File: src/rtl/core/fci_pkg.sv
// Shared types, constants and the divider step for the fan curve interpolator.
// No dependencies; imported by fci_divider and fan_curve_interpolator_top.
package fci_pkg;

  // Curve geometry
  localparam int MAX_POINTS = 6;
  localparam int CNT_W      = 3;
  localparam int TEMP_W     = 8;
  localparam int DUTY_W     = 8;
  localparam int POINT_W    = TEMP_W + DUTY_W;

  // Configuration register map
  localparam int IDX_W = 3;
  localparam logic [IDX_W-1:0] REG_POINT_COUNT = 3'd0;
  localparam logic [IDX_W-1:0] REG_POINT_BASE  = 3'd1;

  // Reset contents of the curve
  localparam logic [CNT_W-1:0] POINT_COUNT_RST = 3'd5;
  localparam logic [POINT_W-1:0] POINT_RST [MAX_POINTS] = '{
    16'd7680, 16'd12820, 16'd15410, 16'd18000, 16'd20580, 16'd0
  };

  // Divider geometry: product of two 8-bit values over an 8-bit span
  localparam int PROD_W    = 2 * DUTY_W;
  localparam int QUO_W     = DUTY_W;
  localparam int DIV_BITS  = 2;
  localparam int DIV_STAGES = QUO_W / DIV_BITS;

  // Segment picked by the compare stage
  typedef struct packed {
    logic                     byp;
    logic [DUTY_W-1:0]        base;
    logic [DUTY_W-1:0]        p2;
    logic signed [TEMP_W-1:0] t1;
    logic signed [TEMP_W-1:0] t2;
    logic signed [TEMP_W-1:0] x;
  } seg_t;

  // Sideband that rides along the divider
  typedef struct packed {
    logic              byp;
    logic              neg;
    logic [DUTY_W-1:0] base;
  } side_t;

  // One restoring division step: acc holds {remainder, dividend / quotient bits}
  function automatic logic [PROD_W-1:0] fci_div_step(input logic [PROD_W-1:0] acc,
                                                     input logic [DUTY_W-1:0] den);
    logic [DUTY_W:0] shifted;
    logic [DUTY_W:0] diff;
    shifted = acc[PROD_W-1:QUO_W-1];
    diff    = shifted - {1'b0, den};
    if (shifted >= {1'b0, den}) begin
      return {diff[DUTY_W-1:0], acc[QUO_W-2:0], 1'b1};
    end else begin
      return {shifted[DUTY_W-1:0], acc[QUO_W-2:0], 1'b0};
    end
  endfunction

endpackage

File: src/rtl/core/fan_curve_interpolator_top.sv
// Top level of the fan curve interpolator: config registers, segment search,
// multiply, pipelined divide and output. Depends on fci_pkg and fci_divider.
//
//  channel  | ports                                  | handshake
//  ---------+----------------------------------------+--------------------------
//  request  | start_i, busy_o, temperature_i         | taken when start_i & !busy_o
//  result   | done_o, duty_o                         | one-cycle strobe, no stall
//  config   | cfg_we_i, cfg_idx_i, cfg_wdata_i       | written when cfg_we_i high
//
// A request may enter every cycle; busy_o stays low. Each request gives one
// result, registered in order by: input register, segment compare, differences,
// multiply, four divider stages of two quotient bits each, output register.
// Reset clears all valid bits and loads the default five-point curve.
// The result side cannot stall, so the pipeline always advances.
module fan_curve_interpolator_top
  import fci_pkg::*;
(
  input  logic                clk_i,
  input  logic                rst_ni,
  input  logic                start_i,
  output logic                busy_o,
  input  logic [TEMP_W-1:0]   temperature_i,
  output logic                done_o,
  output logic [DUTY_W-1:0]   duty_o,
  input  logic                cfg_we_i,
  input  logic [IDX_W-1:0]    cfg_idx_i,
  input  logic [POINT_W-1:0]  cfg_wdata_i
);

  // Configuration registers
  logic [CNT_W-1:0]   cnt_q;
  logic [POINT_W-1:0] pt_q [MAX_POINTS];

  always_ff @(posedge clk_i or negedge rst_ni) begin
    if (!rst_ni) begin
      cnt_q <= POINT_COUNT_RST;
      for (int i = 0; i < MAX_POINTS; i++) begin
        pt_q[i] <= POINT_RST[i];
      end
    end else if (cfg_we_i) begin
      if (cfg_idx_i == REG_POINT_COUNT) begin
        cnt_q <= cfg_wdata_i[CNT_W-1:0];
      end
      for (int i = 0; i < MAX_POINTS; i++) begin
        if (cfg_idx_i == REG_POINT_BASE + IDX_W'(i)) begin
          pt_q[i] <= cfg_wdata_i;
        end
      end
    end
  end

  // The pipeline never holds off a request
  assign busy_o = 1'b0;

  // Stage 0: register the request
  logic                     v0_q;
  logic signed [TEMP_W-1:0] x0_q;

  always_ff @(posedge clk_i or negedge rst_ni) begin
    if (!rst_ni) begin
      v0_q <= 1'b0;
    end else begin
      v0_q <= start_i && !busy_o;
    end
  end

  always_ff @(posedge clk_i) begin
    x0_q <= temperature_i;
  end

  // Stage 1: clamp the count, find the first segment holding x, pick bypasses
  logic [CNT_W-1:0]         cnt_eff;
  logic [POINT_W-1:0]       last_pt;
  logic                     found;
  logic [POINT_W-1:0]       lo_pt;
  logic [POINT_W-1:0]       hi_pt;
  seg_t                     seg_d;
  logic signed [TEMP_W-1:0] t_first;
  logic signed [TEMP_W-1:0] t_last;
  logic signed [TEMP_W-1:0] t_lo;
  logic signed [TEMP_W-1:0] t_hi;

  always_comb begin
    cnt_eff = (cnt_q > CNT_W'(MAX_POINTS)) ? CNT_W'(MAX_POINTS) : cnt_q;

    last_pt = pt_q[0];
    for (int i = 0; i < MAX_POINTS; i++) begin
      if (CNT_W'(i + 1) == cnt_eff) begin
        last_pt = pt_q[i];
      end
    end

    found = 1'b0;
    lo_pt = pt_q[0];
    hi_pt = pt_q[0];
    for (int i = 0; i < MAX_POINTS - 1; i++) begin
      if (!found && (CNT_W'(i + 2) <= cnt_eff)
          && (x0_q >= $signed(pt_q[i][POINT_W-1:DUTY_W]))
          && (x0_q <= $signed(pt_q[i+1][POINT_W-1:DUTY_W]))) begin
        found = 1'b1;
        lo_pt = pt_q[i];
        hi_pt = pt_q[i+1];
      end
    end

    t_first = $signed(pt_q[0][POINT_W-1:DUTY_W]);
    t_last  = $signed(last_pt[POINT_W-1:DUTY_W]);
    t_lo    = $signed(lo_pt[POINT_W-1:DUTY_W]);
    t_hi    = $signed(hi_pt[POINT_W-1:DUTY_W]);

    seg_d.p2 = hi_pt[DUTY_W-1:0];
    seg_d.t1 = t_lo;
    seg_d.t2 = t_hi;
    seg_d.x  = x0_q;
    if (cnt_eff == '0) begin
      seg_d.byp  = 1'b1;
      seg_d.base = '0;
    end else if (x0_q <= t_first) begin
      seg_d.byp  = 1'b1;
      seg_d.base = pt_q[0][DUTY_W-1:0];
    end else if (x0_q >= t_last) begin
      seg_d.byp  = 1'b1;
      seg_d.base = last_pt[DUTY_W-1:0];
    end else if (!found) begin
      seg_d.byp  = 1'b1;
      seg_d.base = '0;
    end else begin
      // Flat segment falls back to its first duty
      seg_d.byp  = (t_lo == t_hi);
      seg_d.base = lo_pt[DUTY_W-1:0];
    end
  end

  logic v1_q;
  seg_t seg1_q;

  always_ff @(posedge clk_i or negedge rst_ni) begin
    if (!rst_ni) begin
      v1_q <= 1'b0;
    end else begin
      v1_q <= v0_q;
    end
  end

  always_ff @(posedge clk_i) begin
    seg1_q <= seg_d;
  end

  // Stage 2: duty span magnitude, offset into the segment and its width
  logic [DUTY_W:0]   dp_w;
  logic              neg_w;
  logic [DUTY_W-1:0] dmag_w;
  logic [TEMP_W:0]   dx_w;
  logic [TEMP_W:0]   den_w;

  always_comb begin
    dp_w   = {1'b0, seg1_q.p2} - {1'b0, seg1_q.base};
    neg_w  = seg1_q.p2 < seg1_q.base;
    dmag_w = neg_w ? (seg1_q.base - seg1_q.p2) : dp_w[DUTY_W-1:0];
    dx_w   = {seg1_q.x[TEMP_W-1], seg1_q.x} - {seg1_q.t1[TEMP_W-1], seg1_q.t1};
    den_w  = {seg1_q.t2[TEMP_W-1], seg1_q.t2} - {seg1_q.t1[TEMP_W-1], seg1_q.t1};
  end

  logic              v2_q;
  side_t             side2_q;
  logic [DUTY_W-1:0] dmag2_q;
  logic [TEMP_W-1:0] dx2_q;
  logic [TEMP_W-1:0] den2_q;

  always_ff @(posedge clk_i or negedge rst_ni) begin
    if (!rst_ni) begin
      v2_q <= 1'b0;
    end else begin
      v2_q <= v1_q;
    end
  end

  always_ff @(posedge clk_i) begin
    side2_q.byp  <= seg1_q.byp;
    side2_q.neg  <= neg_w;
    side2_q.base <= seg1_q.base;
    dmag2_q      <= dmag_w;
    dx2_q        <= dx_w[TEMP_W-1:0];
    den2_q       <= den_w[TEMP_W-1:0];
  end

  // Stage 3: multiply span by offset
  logic              v3_q;
  side_t             side3_q;
  logic [PROD_W-1:0] prod3_q;
  logic [DUTY_W-1:0] den3_q;

  always_ff @(posedge clk_i or negedge rst_ni) begin
    if (!rst_ni) begin
      v3_q <= 1'b0;
    end else begin
      v3_q <= v2_q;
    end
  end

  always_ff @(posedge clk_i) begin
    side3_q <= side2_q;
    prod3_q <= dmag2_q * dx2_q;
    den3_q  <= den2_q;
  end

  // Divide product by segment width
  logic              dv_valid;
  logic [QUO_W-1:0]  dv_quo;
  logic              dv_rem_nz;
  side_t             dv_side;

  fci_divider u_div (
    .clk_i        (clk_i),
    .rst_ni       (rst_ni),
    .in_valid_i   (v3_q),
    .in_num_i     (prod3_q),
    .in_den_i     (den3_q),
    .in_side_i    (side3_q),
    .out_valid_o  (dv_valid),
    .out_quo_o    (dv_quo),
    .out_rem_nz_o (dv_rem_nz),
    .out_side_o   (dv_side)
  );

  // Output stage: apply the step, flooring toward minus infinity when falling
  logic [DUTY_W-1:0] duty_d;

  always_comb begin
    if (dv_side.byp) begin
      duty_d = dv_side.base;
    end else if (dv_side.neg) begin
      duty_d = dv_side.base - dv_quo - DUTY_W'(dv_rem_nz);
    end else begin
      duty_d = dv_side.base + dv_quo;
    end
  end

  logic              done_q;
  logic [DUTY_W-1:0] duty_q;

  always_ff @(posedge clk_i or negedge rst_ni) begin
    if (!rst_ni) begin
      done_q <= 1'b0;
    end else begin
      done_q <= dv_valid;
    end
  end

  always_ff @(posedge clk_i) begin
    duty_q <= duty_d;
  end

  assign done_o = done_q;
  assign duty_o = duty_q;

endmodule

File: src/rtl/core/fci_divider.sv
// Pipelined restoring divider, DIV_BITS quotient bits per stage.
// Depends on fci_pkg for widths, sideband type and the step function.
module fci_divider
  import fci_pkg::*;
(
  input  logic                clk_i,
  input  logic                rst_ni,
  input  logic                in_valid_i,
  input  logic [PROD_W-1:0]   in_num_i,
  input  logic [DUTY_W-1:0]   in_den_i,
  input  side_t               in_side_i,
  output logic                out_valid_o,
  output logic [QUO_W-1:0]    out_quo_o,
  output logic                out_rem_nz_o,
  output side_t               out_side_o
);

  logic              vld_q  [DIV_STAGES];
  logic [PROD_W-1:0] acc_q  [DIV_STAGES];
  logic [DUTY_W-1:0] den_q  [DIV_STAGES];
  side_t             side_q [DIV_STAGES];

  logic [PROD_W-1:0] acc_in  [DIV_STAGES];
  logic [DUTY_W-1:0] den_in  [DIV_STAGES];
  side_t             side_in [DIV_STAGES];
  logic              vld_in  [DIV_STAGES];
  logic [PROD_W-1:0] acc_d   [DIV_STAGES];

  for (genvar s = 0; s < DIV_STAGES; s++) begin : g_stage
    // Pick the stage input: the ports for the first stage, else the stage before
    if (s == 0) begin : g_first
      assign acc_in[s]  = in_num_i;
      assign den_in[s]  = in_den_i;
      assign side_in[s] = in_side_i;
      assign vld_in[s]  = in_valid_i;
    end else begin : g_next
      assign acc_in[s]  = acc_q[s-1];
      assign den_in[s]  = den_q[s-1];
      assign side_in[s] = side_q[s-1];
      assign vld_in[s]  = vld_q[s-1];
    end

    // Resolve DIV_BITS quotient bits
    always_comb begin
      acc_d[s] = acc_in[s];
      for (int b = 0; b < DIV_BITS; b++) begin
        acc_d[s] = fci_div_step(acc_d[s], den_in[s]);
      end
    end

    // Advance the valid bit
    always_ff @(posedge clk_i or negedge rst_ni) begin
      if (!rst_ni) begin
        vld_q[s] <= 1'b0;
      end else begin
        vld_q[s] <= vld_in[s];
      end
    end

    // Advance the payload
    always_ff @(posedge clk_i) begin
      acc_q[s]  <= acc_d[s];
      den_q[s]  <= den_in[s];
      side_q[s] <= side_in[s];
    end
  end

  assign out_valid_o  = vld_q[DIV_STAGES-1];
  assign out_quo_o    = acc_q[DIV_STAGES-1][QUO_W-1:0];
  assign out_rem_nz_o = |acc_q[DIV_STAGES-1][PROD_W-1:QUO_W];
  assign out_side_o   = side_q[DIV_STAGES-1];

endmodule
File: config.mk
export PLATFORM = sky130hd
export DESIGN_NAME = fan_curve_interpolator_top
export DESIGN_NICKNAME = d
export VERILOG_FILES = /design/src/rtl/core/fci_pkg.sv /design/src/rtl/core/fan_curve_interpolator_top.sv /design/src/rtl/core/fci_divider.sv
export SDC_FILE = /design/constraint.sdc
export NUM_CORES = 1
export LEC_CHECK = 0
export BUFFER_PORTS_ARGS = -buffer_cell sky130_fd_sc_hd__buf_2
export CAP_MARGIN = 20
export CORE_MARGIN = 2
export CORE_UTILIZATION = 60
export CTS_CLUSTER_SIZE = 25
export DETAILED_ROUTE_END_ITERATION = 8
export GPL_TIMING_DRIVEN = 0
export PLACE_DENSITY = 0.77
export SLEW_MARGIN = 20
export SYNTH_ARGS = -nofsm -noshare
export SYNTH_HDL_FRONTEND = slang
export SYNTH_HIERARCHICAL = 1
export SYNTH_SLANG_ARGS = --single-unit
File: constraint.sdc
create_clock -name clk_i -period 6.15 [get_ports clk_i]
set_input_delay 0.3075 -clock clk_i [delete_from_list [all_inputs] [get_ports clk_i]]
set_output_delay 0.3075 -clock clk_i [all_outputs]
set_load 0.02 [all_outputs]
==> flow_metrics.tcl <==
set metrics [dict create \
    diodes 0 \
    rsz0062_at_grt "false" \
    final_area_mm2 0.0230 \
    grt_usage_pct 30.0 \
    n_fill_cell 2661 \
    crit_path_end_kind "flop" \
    hold_class "in2reg" \
    finalCritPeriodShare_pct 93.1 \
    mappedNetlistNets 2383 \
    worstPathRequired_ns 6.60 \
    grt_first_pass_wirelength_um 84800 \
    syn_to_final_growth_pct 11.2 \
    ant_nets 0 \
    synth_edf_count 0 \
    synth_cell_types 94 \
    via_per_inst 5.91 \
    cts_resized 0 \
    vias 15811 \
    r2r_setup_slack_ns 0.43 \
    status "finished, final reports clean" \
    final_common_cell "dfxtp_1" \
    grt_start_max_net_pins 72 \
    hold_violations 0 \
    die_w_um 190 \
    max_stage_delay_ns 0.95 \
    fmaxAchievable_mhz 175 \
    finClkSkew_ns 0.0170 \
    cpMaxStageDelayCell "a31oi_1" \
    numCtsBuffers 39 \
    finalSetupTns_ns 0 \
    dr.pass1.iters 5 \
    synth_seq_cells 361 \
    cp.arrival_ns 6.17 \
    rows 68 \
    route.detailed.drc 0 \
    synth-main-ff-cell "dfxtp_1" \
    fin_nets 2475 \
    io-pin-count 41 \
    clock-root-buffer "clkbuf_16" \
    grt_pass1_vias 16386 \
    post-dp-hpwl_um 39500 \
    avgRoutedWirePerCell_um 19.7 \
    place_congestion 0.998 \
    final.min_clock_period_ns 5.72 \
    cts_sinks 361 \
    die-area_mm2 0.0360 \
    syn-cell-area_mm2 0.0207 \
    cts_buffer_depth 3 \
    antenna_found_initial 0 \
    crit_chain "clkbuf_1, clkbuf_1, clkbuf_1, mux4_2, ha_1, nand2b_1, a21oi_1, nor2b_1, o21ai_0, nand2b_1, a21oi_1, nor2b_1, o21ai_0, a31oi_1, clkbuf_1, nand2_1, a32o_1" \
    synth.avg_cell_area_um2 9.88 \
    htree_levels 2 \
    tightest_slew_ns 1.19 \
    drv_cap 0 \
    dpl_cell_area_mm2 0.0215 \
    ys_seq_area_share_pct 37.7 \
    clock_latency_ns 0.58 \
    portBuffers 37 \
    post_cts.repair.setup_buffers 0 \
    drive_above_1_share_pct 14.2 \
    drt-initial-drc-count 1020 \
    die_h_um 190 \
    clk_pin_slew_ns 0.06 \
    relSlewSlack_pct 20.1 \
    drv_slew 0 \
    cp_common_cell "clkbuf_1" \
    tritoncts "built" \
    start_util_pct 60.4 \
    syn_inst 2097 \
    synthArstFlopShare_pct 29.9 \
    worst-setup-path-type "reg2reg" \
    drt_wl_total_um 52800 \
    core_region_area_mm2 0.0343 \
    grt_overflow 0 \
    critPathLaunchType "flop" \
    final_cell_mix "dfxtp_1, inv_1, ha_1, nand2_1, o21ai_0" \
    ys_warn_count 6 \
    cp_max_fo 10 \
    finalSetupViolCount 0 \
]
layout make-up:
class | instances | area [µm²] | share of cell area [%]
clock inverter | 22 | 338 | 1.47
multi-input combinational | 1455 | 11800 | 51.2
tap | 455 | 569 | 2.47
timing repair buffer | 51 | 347 | 1.50
clock buffer | 50 | 1070 | 4.63
sequential | 361 | 7800 | 33.9
inverter | 217 | 815 | 3.54
buffer | 64 | 317 | 1.37
critical path: cells and delay by family, from the launching register on:
family          cells  cell delay (ns)
buf+inv             4             2.17
compound gates      6             1.59
flops               1             0.62
simple gates        5             0.52
mux                 1             0.39
fa+ha+maj           1             0.28
routing by layer:
metal	part of all wire, %	up-vias	global-route usage, %
met1	39	7571	34.6
met3	5.7	174	4.11
met4	5.4	0	16.1
li1	-	7503	-
met2	50	563	53.8
met5	0	-	0
cell usage after synthesis (18+ instances only):
library cell  instances  area (µm²)
a211oi_1             20         150
a21o_1               30         225
a21oi_1             114         571
and2_1               47         294
clkbuf_1             36         135
dfrtp_1              80        2000
dfstp_2              28         736
dfxtp_1             253        5060
fa_1                 51        1020
ha_1                204        2550
inv_1               216         811
mux2_2              112        1260
mux2i_1              51         510
nand2_1             159         597
nand2b_1             24         150
nand3_1              27         135
nor2_1               69         259
nor2b_1              39         244
nor3_1               19        95.1
o211ai_1             27         203
o21a_1               22         165
o21ai_0             122         611
o21bai_1             18         135
xnor2_1              60         526
xor2_1               23         201
worst paths after layout:
path	start	endpoint	depth (start not counted)
worst max-delay path	cnt_q[2]	seg1_q[35]	17
worst min-delay path	cfg_wdata_i[9]	pt_q[41]	3
worst min register to register	side2_q[1]	side3_q[1]	0
max in group asynchronous	rst_ni	pt_q[89]	3
min in group asynchronous	rst_ni	pt_q[20]	2
worst max register to register	cnt_q[2]	seg1_q[35]	17
metrics by stage:
step	hold slack [ns]	cells	setup WS (ns)	util, %
final	0.0299	2675	0.427	67.2
after global routing	0.0398	2675	0.455	67.2
after CTS	0.00155	2675	0.749	67.2
after detailed placement	0.240	2591	0.744	62.7
after global placement	0.310	2589	0.826	62.6
after floorplan	0.0119	2097	1.75	-
registers in the layout (all words and copies together), names as in the netlist, 10 cells and up:
name,flops
prod3_q,16
pt_q,96
seg1_q,41
side2_q,10
side3_q,10
u_div/acc_q,64
u_div/den_q,24
u_div/side_q,40
repair_timing:
action / 4_1_cts / 5_1_grt
hold endpoints to repair: 48 / 0
hold buffers: 12 / 0
setup endpoints to repair: 0 / 0
cell families (layout without fill, tap and decap cells):
kind of cell | Yosys count | count (layout) | share of synthesized area, %
AOI/OAI and AO/OA | 493 | 493 | 15.9
xor gates and xnor gates | 83 | 83 | 3.51
buffers and inverters | 281 | 404 | 5.46
adders and majority gates | 255 | 255 | 17.3
and+or+nand+nor | 451 | 451 | 10.9
DFF | 361 | 361 | 37.7
muxes | 172 | 172 | 9.35
other | 1 | 1 | 0.0181
Power is left out: the tool's default activity adds up to more than one toggle a clock period on the data nets, which glitch-free logic cannot reach.
